**src/rtl/jse_pkg.sv**
```systemverilog
// shared types, constants and helper functions for the json string escaper
`timescale 1ns / 1ps

package jse_pkg;

  localparam int MAX_BEATS   = 7;
  localparam int BODY_BEATS  = 6;
  localparam int QUEUE_DEPTH = 4;

  localparam logic [15:0] DEF_BUF_LEN = 16'd256;
  localparam logic [16:0] ESC_ROOM    = 17'd7;
  localparam logic [7:0]  CTRL_LIMIT  = 8'h20;
  localparam logic [3:0]  NIBBLE_MASK = 4'hF;

  localparam logic [7:0] CH_NUL    = 8'h00;
  localparam logic [7:0] CH_QUOTE  = 8'h22;
  localparam logic [7:0] CH_BSLASH = 8'h5C;
  localparam logic [7:0] CH_ZERO   = 8'h30;
  localparam logic [7:0] CH_LC_U   = 8'h75;
  localparam logic [7:0] CH_LC_B   = 8'h62;
  localparam logic [7:0] CH_LC_F   = 8'h66;
  localparam logic [7:0] CH_LC_N   = 8'h6E;
  localparam logic [7:0] CH_LC_R   = 8'h72;
  localparam logic [7:0] CH_LC_T   = 8'h74;
  localparam logic [7:0] CH_BS     = 8'h08;
  localparam logic [7:0] CH_TAB    = 8'h09;
  localparam logic [7:0] CH_LF     = 8'h0A;
  localparam logic [7:0] CH_FF     = 8'h0C;
  localparam logic [7:0] CH_CR     = 8'h0D;
  localparam logic [7:0] HEX_ALPHA = 8'h57;

  // one queued command: all beats one input byte causes
  typedef struct packed {
    logic [MAX_BEATS-1:0][7:0] bytes;
    logic [2:0]                cnt;
    logic                      term;
    logic [15:0]               pos;
    logic [15:0]               tpos;
  } cmd_t;

  // second character of a two-byte escape, zero if none
  function automatic logic [7:0] esc_char(input logic [7:0] c);
    logic [7:0] r;
    unique case (c)
      CH_QUOTE:  r = CH_QUOTE;
      CH_BSLASH: r = CH_BSLASH;
      CH_BS:     r = CH_LC_B;
      CH_FF:     r = CH_LC_F;
      CH_LF:     r = CH_LC_N;
      CH_CR:     r = CH_LC_R;
      CH_TAB:    r = CH_LC_T;
      default:   r = CH_NUL;
    endcase
    return r;
  endfunction

  // lowercase hex digit
  function automatic logic [7:0] hex_digit(input logic [3:0] n);
    logic [7:0] r;
    r = (n < 4'd10) ? (CH_ZERO + {4'd0, n}) : (HEX_ALPHA + {4'd0, n});
    return r;
  endfunction

endpackage

```
**src/rtl/jse_if.sv**
```systemverilog
// valid/ready channel interfaces for input bytes and output beats
`timescale 1ns / 1ps

interface jse_in_if;
  logic       valid;
  logic       ready;
  logic [7:0] char_byte;

  modport source (output valid, output char_byte, input ready);
  modport sink   (input valid, input char_byte, output ready);
endinterface

interface jse_out_if;
  logic        valid;
  logic        ready;
  logic [7:0]  out_byte;
  logic [15:0] out_pos;
  logic        last;
  logic        string_done;

  modport source (output valid, output out_byte, output out_pos, output last,
                  output string_done, input ready);
  modport sink   (input valid, input out_byte, input out_pos, input last,
                  input string_done, output ready);
endinterface

```
**src/rtl/jse_front.sv**
```systemverilog
// front end: accepts source bytes, tracks write position, builds beat commands
`timescale 1ns / 1ps

module jse_front (
  input  logic          clk,
  input  logic          rst_n,
  input  logic [15:0]   buf_len,
  jse_in_if.sink        in_ch,
  input  logic          q_full,
  output logic          q_push,
  output jse_pkg::cmd_t q_cmd
);
  import jse_pkg::*;

  logic [15:0] wp_r, wp_nxt;
  logic        open_r, open_nxt;

  logic        accept, len_nz, is_end, need_q, room, close_ok, term;
  logic [7:0]  c, esc;
  logic [15:0] wp0, wpb, wpc, tpos;
  logic [BODY_BEATS-1:0][7:0] body;
  logic [2:0]  bc, cnt;
  logic [MAX_BEATS-1:0][7:0] bytes;

  assign in_ch.ready = !q_full;
  assign accept      = in_ch.valid && in_ch.ready;
  assign c           = in_ch.char_byte;
  assign len_nz      = (buf_len != 16'd0);
  assign is_end      = (c == CH_NUL);
  assign need_q      = !open_r && len_nz;
  assign wp0         = open_r ? wp_r : 16'd0;
  assign wpb         = wp0 + {15'd0, need_q};
  assign room        = len_nz && (({1'b0, wpb} + ESC_ROOM) < {1'b0, buf_len});
  assign close_ok    = len_nz && (({1'b0, wpb} + 17'd1) < {1'b0, buf_len});
  assign esc         = esc_char(c);
  assign term        = is_end && len_nz;
  assign wpc         = wpb + {15'd0, close_ok};
  // terminator position clamps to the last buffer slot
  assign tpos        = (wpc < buf_len) ? wpc : (buf_len - 16'd1);

  always_comb begin
    body = '0;
    bc   = 3'd0;
    if (is_end) begin
      if (close_ok) begin
        body[0] = CH_QUOTE;
        bc      = 3'd1;
      end
    end else if (room) begin
      if (esc != CH_NUL) begin
        body[0] = CH_BSLASH;
        body[1] = esc;
        bc      = 3'd2;
      end else if (c < CTRL_LIMIT) begin
        body[0] = CH_BSLASH;
        body[1] = CH_LC_U;
        body[2] = CH_ZERO;
        body[3] = CH_ZERO;
        body[4] = hex_digit(c[7:4] & NIBBLE_MASK);
        body[5] = hex_digit(c[3:0] & NIBBLE_MASK);
        bc      = 3'd6;
      end else begin
        body[0] = c;
        bc      = 3'd1;
      end
    end
  end

  // opening quote shifts the body up one slot
  always_comb begin
    bytes = '0;
    if (need_q) begin
      bytes[0] = CH_QUOTE;
      for (int k = 1; k < MAX_BEATS; k++) begin
        bytes[k] = body[k-1];
      end
    end else begin
      for (int k = 0; k < BODY_BEATS; k++) begin
        bytes[k] = body[k];
      end
    end
  end

  assign cnt = {2'd0, need_q} + bc + {2'd0, term};

  assign q_push     = accept && len_nz && (cnt != 3'd0);
  assign q_cmd.bytes = bytes;
  assign q_cmd.cnt   = cnt;
  assign q_cmd.term  = term;
  assign q_cmd.pos   = wp0;
  assign q_cmd.tpos  = tpos;

  always_comb begin
    wp_nxt   = wp_r;
    open_nxt = open_r;
    if (accept) begin
      if (is_end) begin
        wp_nxt   = 16'd0;
        open_nxt = 1'b0;
      end else if (len_nz) begin
        wp_nxt   = wpb + {13'd0, bc};
        open_nxt = 1'b1;
      end
    end
  end

  always_ff @(posedge clk) begin
    if (!rst_n) begin
      wp_r   <= 16'd0;
      open_r <= 1'b0;
    end else begin
      wp_r   <= wp_nxt;
      open_r <= open_nxt;
    end
  end

endmodule

```
**src/rtl/jse_queue.sv**
```systemverilog
// command queue between front and back ends
`timescale 1ns / 1ps

module jse_queue #(
  parameter int DEPTH = jse_pkg::QUEUE_DEPTH
) (
  input  logic          clk,
  input  logic          rst_n,
  input  logic          push,
  input  jse_pkg::cmd_t push_cmd,
  input  logic          pop,
  output jse_pkg::cmd_t head,
  output logic          full,
  output logic          empty
);
  import jse_pkg::*;

  localparam int AW = (DEPTH > 1) ? $clog2(DEPTH) : 1;
  localparam int CW = $clog2(DEPTH + 1);

  cmd_t          mem [DEPTH];
  logic [AW-1:0] wr_r, wr_nxt, rd_r, rd_nxt;
  logic [CW-1:0] cnt_r, cnt_nxt;

  assign full  = (cnt_r == CW'(DEPTH));
  assign empty = (cnt_r == '0);
  assign head  = mem[rd_r];

  always_comb begin
    wr_nxt  = wr_r;
    rd_nxt  = rd_r;
    cnt_nxt = cnt_r;
    if (push) begin
      wr_nxt = (wr_r == AW'(DEPTH - 1)) ? '0 : wr_r + AW'(1);
    end
    if (pop) begin
      rd_nxt = (rd_r == AW'(DEPTH - 1)) ? '0 : rd_r + AW'(1);
    end
    if (push && !pop) begin
      cnt_nxt = cnt_r + CW'(1);
    end else if (pop && !push) begin
      cnt_nxt = cnt_r - CW'(1);
    end
  end

  always_ff @(posedge clk) begin
    if (push) begin
      mem[wr_r] <= push_cmd;
    end
  end

  always_ff @(posedge clk) begin
    if (!rst_n) begin
      wr_r  <= '0;
      rd_r  <= '0;
      cnt_r <= '0;
    end else begin
      wr_r  <= wr_nxt;
      rd_r  <= rd_nxt;
      cnt_r <= cnt_nxt;
    end
  end

endmodule

```
**src/rtl/jse_back.sv**
```systemverilog
// back end: walks each queued command and drives one output beat per cycle while out_ch is ready
`timescale 1ns / 1ps

module jse_back (
  input  logic          clk,
  input  logic          rst_n,
  input  jse_pkg::cmd_t head,
  input  logic          q_empty,
  output logic          q_pop,
  jse_out_if.source     out_ch
);
  import jse_pkg::*;

  logic        ov_r, ov_nxt;
  logic [2:0]  idx_r, idx_nxt;
  logic [7:0]  ob_r;
  logic [15:0] op_r;
  logic        ol_r, od_r;
  logic        load, at_last;

  assign load    = !q_empty && (!ov_r || out_ch.ready);
  assign at_last = (idx_r == (head.cnt - 3'd1));
  assign q_pop   = load && at_last;

  always_comb begin
    ov_nxt  = ov_r;
    idx_nxt = idx_r;
    if (load) begin
      ov_nxt  = 1'b1;
      idx_nxt = at_last ? 3'd0 : idx_r + 3'd1;
    end else if (out_ch.ready) begin
      ov_nxt = 1'b0;
    end
  end

  always_ff @(posedge clk) begin
    if (!rst_n) begin
      ov_r  <= 1'b0;
      idx_r <= 3'd0;
    end else begin
      ov_r  <= ov_nxt;
      idx_r <= idx_nxt;
    end
  end

  always_ff @(posedge clk) begin
    if (load) begin
      ob_r <= head.bytes[idx_r];
      // terminator beat goes to the clamped slot
      op_r <= (head.term && at_last) ? head.tpos : head.pos + {13'd0, idx_r};
      ol_r <= at_last;
      od_r <= head.term && at_last;
    end
  end

  assign out_ch.valid       = ov_r;
  assign out_ch.out_byte    = ob_r;
  assign out_ch.out_pos     = op_r;
  assign out_ch.last        = ol_r;
  assign out_ch.string_done = od_r;

endmodule

```
**src/rtl/json_string_escaper.sv**
```systemverilog
// top level of the json string escaper
// the first output beat of an accepted byte passes the command queue, then the back end register
// throughput: one output beat per cycle while out_ch is ready, set by the back end
// beats per byte: 1 plain, 2 or 6 escaped, 0 if dropped, +1 opening the string, 1 to 3 at end
// input stalls only when the command queue between front and back is full
// reset (synchronous, active low) clears position, quote, queue, valid; length back to 256
`timescale 1ns / 1ps

module json_string_escaper #(
  parameter int QUEUE_DEPTH = jse_pkg::QUEUE_DEPTH
) (
  input  logic        clk,
  input  logic        rst_n,
  input  logic        cfg_we,
  input  logic [15:0] cfg_wdata,
  jse_in_if.sink      in_ch,
  jse_out_if.source   out_ch
);
  import jse_pkg::*;

  logic [15:0] buf_len_r, buf_len_nxt;
  logic        q_push, q_pop, q_full, q_empty;
  cmd_t        push_cmd, head;

  assign buf_len_nxt = cfg_we ? cfg_wdata : buf_len_r;

  always_ff @(posedge clk) begin
    if (!rst_n) begin
      buf_len_r <= DEF_BUF_LEN;
    end else begin
      buf_len_r <= buf_len_nxt;
    end
  end

  jse_front u_front (
    .clk     (clk),
    .rst_n   (rst_n),
    .buf_len (buf_len_r),
    .in_ch   (in_ch),
    .q_full  (q_full),
    .q_push  (q_push),
    .q_cmd   (push_cmd)
  );

  jse_queue #(.DEPTH(QUEUE_DEPTH)) u_queue (
    .clk      (clk),
    .rst_n    (rst_n),
    .push     (q_push),
    .push_cmd (push_cmd),
    .pop      (q_pop),
    .head     (head),
    .full     (q_full),
    .empty    (q_empty)
  );

  jse_back u_back (
    .clk     (clk),
    .rst_n   (rst_n),
    .head    (head),
    .q_empty (q_empty),
    .q_pop   (q_pop),
    .out_ch  (out_ch)
  );

`ifndef SYNTH
  a_no_push_full: assert property (@(posedge clk) disable iff (!rst_n)
    q_push |-> !q_full)
    else $error("push into full command queue");

  a_end_pushes: assert property (@(posedge clk) disable iff (!rst_n)
    (in_ch.valid && in_ch.ready && (in_ch.char_byte == CH_NUL) && (buf_len_r != 16'd0))
      |-> q_push)
    else $error("string end with nonzero length gave no command");

  a_done_is_last: assert property (@(posedge clk) disable iff (!rst_n)
    (out_ch.valid && out_ch.string_done) |-> (out_ch.last && (out_ch.out_byte == CH_NUL)))
    else $error("terminator beat not last or not zero");

  a_no_pop_empty: assert property (@(posedge clk) disable iff (!rst_n)
    q_pop |-> !q_empty)
    else $error("pop from empty command queue");
`endif

endmodule

```
**src/flat_wrapper.sv**
```systemverilog
// flat-port wrapper written by rule: the top's interface ports become plain ports
module json_string_escaper_flat import jse_pkg::*;
#(
  parameter int QUEUE_DEPTH = jse_pkg::QUEUE_DEPTH
)
  (clk, rst_n, cfg_we, cfg_wdata, in_ch_valid, in_ch_char_byte, in_ch_ready, out_ch_valid, out_ch_out_byte, out_ch_out_pos, out_ch_last, out_ch_string_done, out_ch_ready);
  jse_in_if in_ch_i ();
  jse_out_if out_ch_i ();
  input  logic clk;
  input  logic rst_n;
  input  logic cfg_we;
  input  logic [15:0] cfg_wdata;
  input wire logic [$bits(in_ch_i.valid)-1:0] in_ch_valid;
  input wire logic [$bits(in_ch_i.char_byte)-1:0] in_ch_char_byte;
  output wire logic [$bits(in_ch_i.ready)-1:0] in_ch_ready;
  output wire logic [$bits(out_ch_i.valid)-1:0] out_ch_valid;
  output wire logic [$bits(out_ch_i.out_byte)-1:0] out_ch_out_byte;
  output wire logic [$bits(out_ch_i.out_pos)-1:0] out_ch_out_pos;
  output wire logic [$bits(out_ch_i.last)-1:0] out_ch_last;
  output wire logic [$bits(out_ch_i.string_done)-1:0] out_ch_string_done;
  input wire logic [$bits(out_ch_i.ready)-1:0] out_ch_ready;
  assign in_ch_i.valid = in_ch_valid;
  assign in_ch_i.char_byte = in_ch_char_byte;
  assign in_ch_ready = in_ch_i.ready;
  assign out_ch_valid = out_ch_i.valid;
  assign out_ch_out_byte = out_ch_i.out_byte;
  assign out_ch_out_pos = out_ch_i.out_pos;
  assign out_ch_last = out_ch_i.last;
  assign out_ch_string_done = out_ch_i.string_done;
  assign out_ch_i.ready = out_ch_ready;
  json_string_escaper #(.QUEUE_DEPTH(QUEUE_DEPTH)) u_core (.clk(clk), .rst_n(rst_n), .cfg_we(cfg_we), .cfg_wdata(cfg_wdata), .in_ch(in_ch_i), .out_ch(out_ch_i));
endmodule
```
**config.mk**
```make
export PLATFORM = sky130hd
export DESIGN_NAME = json_string_escaper_flat
export DESIGN_NICKNAME = d
export VERILOG_FILES = /design/src/rtl/jse_pkg.sv /design/src/rtl/jse_if.sv /design/src/rtl/jse_front.sv /design/src/rtl/jse_queue.sv /design/src/rtl/jse_back.sv /design/src/rtl/json_string_escaper.sv /design/src/flat_wrapper.sv
export SDC_FILE = /design/constraint.sdc
export NUM_CORES = 1
export LEC_CHECK = 0
export ABC_AREA = 1
export BUFFER_PORTS_ARGS = -buffer_cell sky130_fd_sc_hd__buf_2
export CAP_MARGIN = 0
export CORE_MARGIN = 2
export CORE_UTILIZATION = 60
export DETAILED_ROUTE_END_ITERATION = 7
export HOLD_SLACK_MARGIN = 0.02
export PLACE_DENSITY = 0.78
export SYNTH_ARGS = -nofsm -noshare
export SYNTH_HDL_FRONTEND = slang
export SYNTH_HIERARCHICAL = 1
export SYNTH_SLANG_ARGS = --single-unit
```
**constraint.sdc**
```tcl
create_clock -name clk -period 16.6 [get_ports clk]
set_clock_uncertainty 0.1 [all_clocks]
set_input_delay 0.83 -clock clk [delete_from_list [all_inputs] [get_ports clk]]
set_output_delay 0.83 -clock clk [all_outputs]
set_load 0.005 [all_outputs]
```
==> results.yml, run 1 <==
die:
  rows: 69
  core-area_um2: 35700
  die_w_um: 195
  initial_core_util: 0.612
  io_pins: 57
  dieArea_um2: 38000
  die_y_um: 195
layout:
  syn2layout_area_growth_pct: 7.72
  drive_gt1_frac: 0.0943
  multi_input_area_um2: 7720
  layout_commonest_cell: "edfxtp_1"
  fin_nets: 2329
  ff_latch_area_um2: 12800
  final_cells: 2720
  diodes: 0
  fill_cells: 2771
  final_cell_area_um2: 23600
  mostFrequentLayoutCells: "edfxtp_1, nor2_1, nand2_1"
critical_path:
  critPathKind: "flip-flop to flip-flop"
  critical_path_arrival_ps: 9200
  crit_slowest_cell: "o21ai_0"
  crit_path_start_kind: "flip-flop"
  crit_top_cell: "nand2_1"
  critPathCaptureType: "flip-flop"
  required_ps: 16780
  critical-path-top-delay-family: "simple AND/OR/NAND/NOR gates"
  crit_buf_inv: 6
  path_max_fanout: 19
  slowest_delay_ps: 510
timing:
  maxSlewHeadroom: 0.228
  grt_setup_unrepaired: "false"
  post-route-min-period_ps: 9010
  slew_violations: 0
  period_share: 0.543
  tns_ps: 0
  fmaxAchievable_mhz: 111
  worst_pin_slew_ps: 1160
  final-setup-viol-count: 0
  hold_violations: 0
synth:
  avgSynthCellArea_um2: 9.96
  synth_cells: 2198
  synthXorXnorAreaFrac: 0.0239
  synth_cell_types: 57
  yosysWarningCount: 6
  synth-compound-area-share: 0.109
  syn_area_um2: 21900
  synth_adder_area_share: 0.0454
  synth.mux.area_fraction: 0
  ys_ff_latch: 440
  ys_seq_area_frac: 0.583
  synth_simple_gate_area_frac: 0.172
  synth_top_family_by_area: "simple AND/OR/NAND/NOR gates"
run_status:
  status: "complete, no violations"
grt:
  gr-total-overflow: 0
  grt_usage: 0.283
  first_global_vias: 15700
  antenna_found_initial: 0
  grt_pass1_wl_um: 83700
  grt_max_degree: 108
route:
  drt_first_pass_iters: 6
  routed_wl_um: 53900
  dr.first_iter.drc_count: 1831
  final_antenna_net_count: 0
  vias: 16100
  routedWlPerCell_um: 19.8
  drc_errors: 0
  routed_via_density: 5.90
power_and_ir_drop:
  p_leak_nw: 9.33
  powerDensity_nw_per_um2: 128
  peakVddDrop_mv: 0.0806
  fin_total_pwr_mw: 3.01
clocking:
  clock_path_buffers: 3
  htreeDepth: 2
  clk_pin_slew_ps: 60
  cts_root_buf: "clkbuf_16"
  cts_tree: "built"
  clk_latency_ps: 560
  ctsHoldBuffers: 0
  post_cts_buffers: 0
  cts_sinks: 440
  cts_resized: 0
  cts_buffers: 44
placement:
  dpl_cell_area_um2: 22200
  routabilityCongestion: 0.976
  dp_cells: 2638
  port_buffers: 56
  dp_hpwl_um: 35200
min_path:
  min_path_type: "flip-flop to flip-flop"
run:
  cap_violations: 0
[worst register-to-register path: cells and delay by family (launching register included)]
| kind | cells | cell delay, ps |
|---|---|---|
| AOI/OAI and AO/OA | 5 | 1120 |
| xor gates and xnor gates | 3 | 1000 |
| adders and majority gates | 6 | 1450 |
| buffers and inverters | 6 | 990 |
| DFF | 1 | 330 |
| and+or+nand+nor | 25 | 3780 |
[state kept, by name, summed over array words and instances (netlist names), 2 cells and up, named ones only]
| signal | flops |
|---|---|
| u_core/u_queue/mem | 368 |
| u_core/buf_len_r | 16 |
| u_core/u_back/out_ch.out_pos | 16 |
| u_core/u_front/wp_r | 16 |
| u_core/u_back/out_ch.out_byte | 8 |
| u_core/u_back/idx_r | 3 |
| u_core/u_queue/cnt_r | 3 |
| u_core/u_queue/rd_r | 2 |
| u_core/u_queue/wr_r | 2 |
[cells in the mapped netlist, drive strengths merged]
cell type | number | area (um2)
edfxtp | 394 | 11800
nor2 | 377 | 1540
nand2 | 368 | 1440
o21ai | 264 | 1340
inv | 205 | 780
o22ai | 100 | 626
nand3 | 82 | 453
ha | 73 | 913
buf | 68 | 554
xor2 | 51 | 462
dfxtp | 46 | 921
a21oi | 40 | 200
clkbuf | 36 | 141
nor3 | 26 | 140
nand4 | 18 | 134
a31oi | 8 | 50.1
xnor2 | 7 | 61.3
o211ai | 6 | 45.0
a211oi | 4 | 30.0
fa | 4 | 80.1
or2 | 3 | 18.8
nand3b | 2 | 15.0
o211a | 2 | 20.0
o21bai | 2 | 15.0
a21boi | 1 | 7.51
a21o | 1 | 7.51
a22oi | 1 | 7.51
a2bb2oi | 1 | 8.76
a31o | 1 | 8.76
and2 | 1 | 6.26
and3 | 1 | 6.26
conb | 1 | 3.75
nor4 | 1 | 6.26
o2111ai | 1 | 8.76
o21a | 1 | 7.51
o31a | 1 | 8.76
[per-layer routing]
metal  track usage  wire (um)  vias up
li1              -          -     7578
met1         0.345      20500     7650
met2         0.505      27400      673
met3        0.0332       3550      156
met4         0.131       2480        0
met5             0          0        -
[cell families after synthesis]
logic type | after synthesis
AND/OR/NAND/NOR | 879
adder cells (fa/ha/maj) | 77
other | 1
XOR/XNOR | 58
AO/OA/AOI/OAI | 434
buffers and inverters | 309
flip-flops | 440
[path summary, 6_finish.rpt]
kind	startpoint	to	slack [ps]	cells past startpoint
max reg2reg	u_core/buf_len_r[1]	u_core/u_queue/mem[0][1]	7590	45
min reg2reg	u_core/u_front/wp_r[0]	u_core/u_front/wp_r[0]	370	2
max	u_core/buf_len_r[1]	u_core/u_queue/mem[0][1]	7590	45
min	u_core/u_front/wp_r[0]	u_core/u_front/wp_r[0]	370	2
[per-stage QoR]
step	utilization	worst slack (ps)	hold slack, ps
after floorplan	-	8750	341
after global placement	0.622	8040	352
after detailed placement	0.622	7810	368
after CTS	0.660	7750	378
after global routing	0.660	6680	408
final	0.660	7590	373
[area by class of cell]
class                      instances  share of cell area
sequential                       440               0.541
multi-input combinational       1462               0.328
clock buffer                      62              0.0513
inverter                         205              0.0336
tap                              461              0.0245
timing repair buffer              70              0.0163
clock inverter                    20             0.00573
[report_power, final]
group          leakage (nW)  total [mW]  internal [mW]  switching (mW)
Clock                 0.659       0.931          0.526           0.405
Combinational          4.60       0.641          0.184           0.457
Sequential             4.06        1.44           1.39          0.0484
Total                  9.33        3.01           2.10           0.911
(Power assumes the default switching activity.)
==> inputs of run 2 (changes only) <==
Settings changed: ABC_AREA 1 to 0.
Clock period 16.6 ns to 9.4 ns, I/O delays scaled along.
==> run 2 against run 1 <==
Clock-buffer cell count is 4 lower; global-route usage is 2.3 points lower; sequential share of layout area is 1.0 points higher; via count is 23% lower; setup slack worse by 6600 ps; register-to-register slack worse by 6600 ps; critical path type unchanged; critical endpoint is now u_core/u_queue/cnt_r[2]; highest routed layer unchanged.
==> results.yml, run 2 <==
synth:
  yosysWarningCount: 6
  yosysTopAreaCell: "edfxtp_1"
  synth_cells: 1423
  synth.mux.area_fraction: 0.131
  synthXorXnorAreaFrac: 0.0374
  synth_simple_gate_area_frac: 0.0898
  synth_adder_area_share: 0.0482
  ys.flop_type: "edfxtp_1"
  ys_seq_area_frac: 0.607
  async_flop_share: 0
  synth_edf_count: 394
  avgSynthCellArea_um2: 14.8
  synthMostInstantiatedCell: "edfxtp_1"
  syn_area_um2: 21000
  synth_cell_types: 74
  synth_top_family_by_area: "multiplexers"
  synth_top_cell_area_share: 0.563
  synth_area_leaders: "edfxtp_1, mux4_2, dfxtp_1, ha_1, xnor2_1"
  synth-compound-area-share: 0.0518
  ys_ff_latch: 440
  synthTopCellsByCount: "edfxtp_1, nor2_1, mux4_2"
die:
  io_pins: 57
  die_y_um: 191
  dieArea_um2: 36500
  die_w_um: 191
  initial_core_util: 0.608
  rows: 68
  core-area_um2: 34500
critical_path:
  critical_path_arrival_ps: 8760
  path_max_fanout: 9
  required_ps: 9770
  crit_path_start_kind: "flip-flop"
  critPathKind: "flip-flop to flip-flop"
  crit_slowest_cell: "nor4_4"
  crit_top_cell: "ha_1"
  critPathCaptureType: "flip-flop"
  slowest_delay_ps: 560
route:
  routed_wl_um: 46200
  dr.first_iter.drc_count: 1252
  routed_via_density: 6.21
  vias: 12300
  routedWlPerCell_um: 23.3
  final_antenna_net_count: 0
  drt_first_pass_iters: 5
  drc_errors: 0
timing:
  finalWorstSetupSlack_ps: 1020
  worst_pin_slew_ps: 1020
  hold_violations: 0
  final-setup-viol-count: 0
  fmaxAchievable_mhz: 119
  maxSlewHeadroom: 0.322
  post-route-min-period_ps: 8380
  slew_violations: 0
  grt_setup_unrepaired: "false"
  tns_ps: 0
  period_share: 0.892
clocking:
  clock_path_buffers: 3
  cts_tree: "built"
  post_cts_buffers: 0
  cts_buffers: 43
  cts_root_buf: "clkbuf_16"
  ctsHoldBuffers: 1
  htreeDepth: 2
  clk_latency_ps: 550
  cts_resized: 0
  cts_sinks: 440
  clk_pin_slew_ps: 60
grt:
  busiest_layer: "met1"
  first_global_vias: 12000
  grt_max_degree: 63
  gr-usage-met2: 0.380
  use_met1: 0.405
  grt_usage: 0.260
  gr-total-overflow: 0
  grt_pass1_wl_um: 70700
  antenna_found_initial: 0
  use_met3: 0.0571
min_path:
  min_path_type: "input port to flip-flop"
power_and_ir_drop:
  powerDensity_nw_per_um2: 239
  fin_total_pwr_mw: 5.53
  p_leak_nw: 8.21
  peakVddDrop_mv: 0.164
layout:
  diodes: 0
  fin_nets: 1597
  drive_gt1_frac: 0.191
  mostFrequentLayoutCells: "edfxtp_1, nor2_1, mux4_2"
  largest_register_ffs: 368
  final_cells: 1980
  syn2layout_area_growth_pct: 10.2
  largest-register: "u_core/u_queue/mem"
  fin_util: 0.670
  fill_cells: 2373
  multi_input_area_um2: 7590
  ff_latch_area_um2: 12800
  layout_commonest_cell: "edfxtp_1"
placement:
  dp_cells: 1900
  dp_hpwl_um: 30100
  port_buffers: 56
  dpl_worst_slack_ps: 1140
  routabilityCongestion: 0.919
run_status:
  status: "complete, no violations"
run:
  cap_violations: 0
-- run 2: cell types whose count changed after synthesis, moves of 18 or more --
cell,before,now
and2_1,1,25
inv_1,192,54
mux2_2,0,18
mux2i_1,0,30
mux4_2,0,100
nand2_1,351,80
nand3_1,75,26
nor2_1,353,103
nor2b_1,0,26
o21ai_0,178,40
o21ai_1,82,0
o22ai_1,100,0
xnor2_1,7,59
xor2_1,49,28
-- run 2: critical path: cells and delay by family (launching register included) --
kind,cells,cell delay (ps)
and+or+nand+nor,9,2730
adders and majority gates,7,2050
AOI/OAI and AO/OA,6,1620
xor gates and xnor gates,4,1090
buffers and inverters,4,360
DFF,1,340
-- run 2: cell type report --
type                            count  share of cell area
Clock buffer                       58              0.0508
Clock inverter                     21              0.0108
Inverter                           57             0.00924
Multi-Input combinational cell    864               0.328
Sequential cell                   440               0.551
Tap cell                          455              0.0246
Timing Repair Buffer               85              0.0254
-- run 2: logic make-up (layout without fill, tap and decap cells) --
family | Yosys count | after routing
flops | 440 | 440
mux | 148 | 148
buf+inv | 132 | 221
compound gates | 171 | 171
xor+xnor | 88 | 88
simple gates | 364 | 364
fa+ha+maj | 79 | 79
other cells | 1 | 14
-- run 2: routing by layer --
layer / wire length [um] / vias to the layer above
li1: - / 5549
met1: 20400 / 6085
met2: 20300 / 598
met3: 4630 / 60
met4: 785 / 0
met5: 0 / -
-- run 2: worst paths after layout --
| check | startpoint | slack [ps] | depth (start not counted) | endpoint |
|---|---|---|---|---|
| setup reg to reg | u_core/buf_len_r[0] | 1020 | 30 | u_core/u_queue/cnt_r[2] |
| hold reg to reg | u_core/u_front/wp_r[15] | 350 | 2 | u_core/u_front/wp_r[15] |
| setup / recovery | u_core/buf_len_r[0] | 1020 | 30 | u_core/u_queue/cnt_r[2] |
| hold / removal | cfg_wdata[14] | 90 | 3 | u_core/buf_len_r[14] |
-- run 2: where the power goes --
| part | total [mW] | internal [mW] | switching (mW) |
|---|---|---|---|
| sequential | 2.53 | 2.44 | 0.0867 |
| clock | 1.73 | 1.02 | 0.709 |
| combinational | 1.27 | 0.546 | 0.723 |
| total | 5.53 | 4.01 | 1.52 |
-- run 2: metrics by stage --
step                instance area [um2]  hold WS [ps]
floorplan                         21100           319
global placement                  21700           328
detailed placement                21700           341
CTS                               23100          60.9
global route                      23100          72.8
finish                            23100          86.4
==> inputs of run 3 (changes only) <==
--- a/config.mk
+++ b/config.mk
@@ -11,6 +11,7 @@
 export CORE_MARGIN = 2
-export CORE_UTILIZATION = 60
+export CORE_UTILIZATION = 40
 export DETAILED_ROUTE_END_ITERATION = 7
+export GPL_ROUTABILITY_DRIVEN = 0
 export HOLD_SLACK_MARGIN = 0.02
-export PLACE_DENSITY = 0.78
+export PLACE_DENSITY = 0.56
 export SYNTH_ARGS = -nofsm -noshare
--- a/constraint.sdc
+++ b/constraint.sdc
@@ -4,2 +4,2 @@
 set_output_delay 0.47 -clock clk [all_outputs]
-set_load 0.005 [all_outputs]
+set_load 0.01 [all_outputs]
==> run 3 against run 2 <==
Power increased by 4.2%; non-clock buffer count increased by 5; wire length increased by 5.9%; sequential share of layout area decreased by 1.3 points; highest routed layer unchanged; via count decreased by 1.8%; critical endpoint is now u_core/u_queue/mem[3][0]; die area increased by 49%.
==> results.yml, run 3 (synthesis results as in run 2) <==
clocking:
  htreeDepth: 2
  clock_path_buffers: 3
  clk_latency_ps: 590
  cts_sinks: 440
  cts_buffers: 49
  cts_root_buf: "clkbuf_16"
  post_cts_buffers: 0
  clk_pin_slew_ps: 60
  cts_tree: "built"
timing:
  tns_ps: 0
  grt_setup_unrepaired: "false"
  hold_violations: 0
  fmaxAchievable_mhz: 115
  slew_violations: 0
  final-setup-viol-count: 0
  period_share: 0.924
  maxSlewHeadroom: 0.268
  post-route-min-period_ps: 8690
  worst_pin_slew_ps: 1100
route:
  vias: 12100
  routedWlPerCell_um: 22.0
  drc_errors: 0
  final_antenna_net_count: 0
  drt_first_pass_iters: 5
  routed_via_density: 5.44
  routed_wl_um: 48900
  dr.first_iter.drc_count: 866
min_path:
  min_path_type: "input port to flip-flop"
critical_path:
  r2r_slack_ps: 710
  critPathKind: "flip-flop to flip-flop"
  crit_path_start_kind: "flip-flop"
  slowest_delay_ps: 610
  critPathCaptureType: "flip-flop"
  critical_path_arrival_ps: 8910
  crit_slowest_cell: "or4_1"
  path_max_fanout: 18
  required_ps: 9630
die:
  dieArea_um2: 54400
  io_pins: 57
  core-area_um2: 51600
  die_w_um: 233
  initial_core_util: 0.407
  rows: 83
  die_y_um: 233
placement:
  port_buffers: 56
  dp_hpwl_um: 32400
grt:
  grt_pass1_wl_um: 75600
  gr-total-overflow: 0
  grt_usage: 0.185
  grt_max_degree: 63
  antenna_found_initial: 0
  first_global_vias: 12500
power_and_ir_drop:
  peakVddDrop_mv: 0.153
  powerDensity_nw_per_um2: 243
  p_leak_nw: 8.33
  fin_total_pwr_mw: 5.76
layout:
  largest-register: "u_core/u_queue/mem"
  syn2layout_area_growth_pct: 12.9
  fin_util: 0.460
  drive_gt1_frac: 0.195
  layout_commonest_cell: "edfxtp_1"
  fin_nets: 1608
  diodes: 0
  mostFrequentLayoutCells: "edfxtp_1, nor2_1, mux4_2"
  largest_register_ffs: 368
run:
  cap_violations: 0
run_status:
  status: "complete, no violations"
==> run 3: cell types whose count changed in the layout (fill, tap and decap cells not counted), sizes merged <==
cell	delta
inv	+1
clkbuf	+9
dlygate4sd3	+11
clkinv	-2
buf	-6
clkinvlp	+1
==> run 3: stage by stage <==
step / setup WS (ps) / std cells / hold WS [ps] / instance area [um2]
after global placement: 818 / 2119 / 335 / 21900
after floorplan: 582 / 1436 / 319 / 21100
after detailed placement: 858 / 2119 / 347 / 21900
final: 711 / 2219 / 51.3 / 23700
after CTS: 766 / 2219 / 20.6 / 23700
after global routing: 27.8 / 2219 / 35.9 / 23700
==> run 3: layer usage <==
metal,part of all wire,track usage
met1,0.43,0.241
met2,0.49,0.314
met3,0.050,0.0316
met4,0.029,0.0639
met5,0,0
==> run 3: final timing paths <==
path / end / cells past startpoint / startpoint
hold reg to reg: u_core/u_front/wp_r[15] / 2 / u_core/u_front/wp_r[15]
setup / recovery: u_core/u_queue/mem[3][0] / 33 / u_core/buf_len_r[2]
setup reg to reg: u_core/u_queue/mem[3][0] / 33 / u_core/buf_len_r[2]
hold / removal: u_core/buf_len_r[10] / 3 / cfg_wdata[10]
==> run 3: report_power, final <==
part / total (mW) / internal, mW / leakage, nW / switching [mW]
Combinational: 1.28 / 0.545 / 3.40 / 0.737
Sequential: 2.54 / 2.44 / 4.13 / 0.100
Clock: 1.93 / 1.17 / 0.804 / 0.763
Total: 5.76 / 4.16 / 8.33 / 1.60
==> run 3: area by class of cell <==
type	instances	area, um2
clock buffer	67	1390
clock inverter	21	267
fill	4522	27900
inverter	57	214
multi-input combinational	864	7600
sequential	440	12800
tap	680	851
timing repair buffer	90	653
==> run 3: repair_timing <==
| item | in CTS | in global routing |
|---|---|---|
| resized for setup | 0 | 1 |
| hold buffers | 12 | 0 |
| endpoints found under the hold margin | 12 | 0 |
| setup endpoints to repair | 0 | 48 |
==> run 3: critical path: cells and delay by family, from the launching register on <==
kind / cells / cell delay [ps]
buffers and inverters: 2 / 490
AOI/OAI and AO/OA: 14 / 3450
muxes: 1 / 420
xor gates and xnor gates: 2 / 270
and+or+nand+nor: 9 / 2100
DFF: 1 / 370
adders and majority gates: 5 / 1200
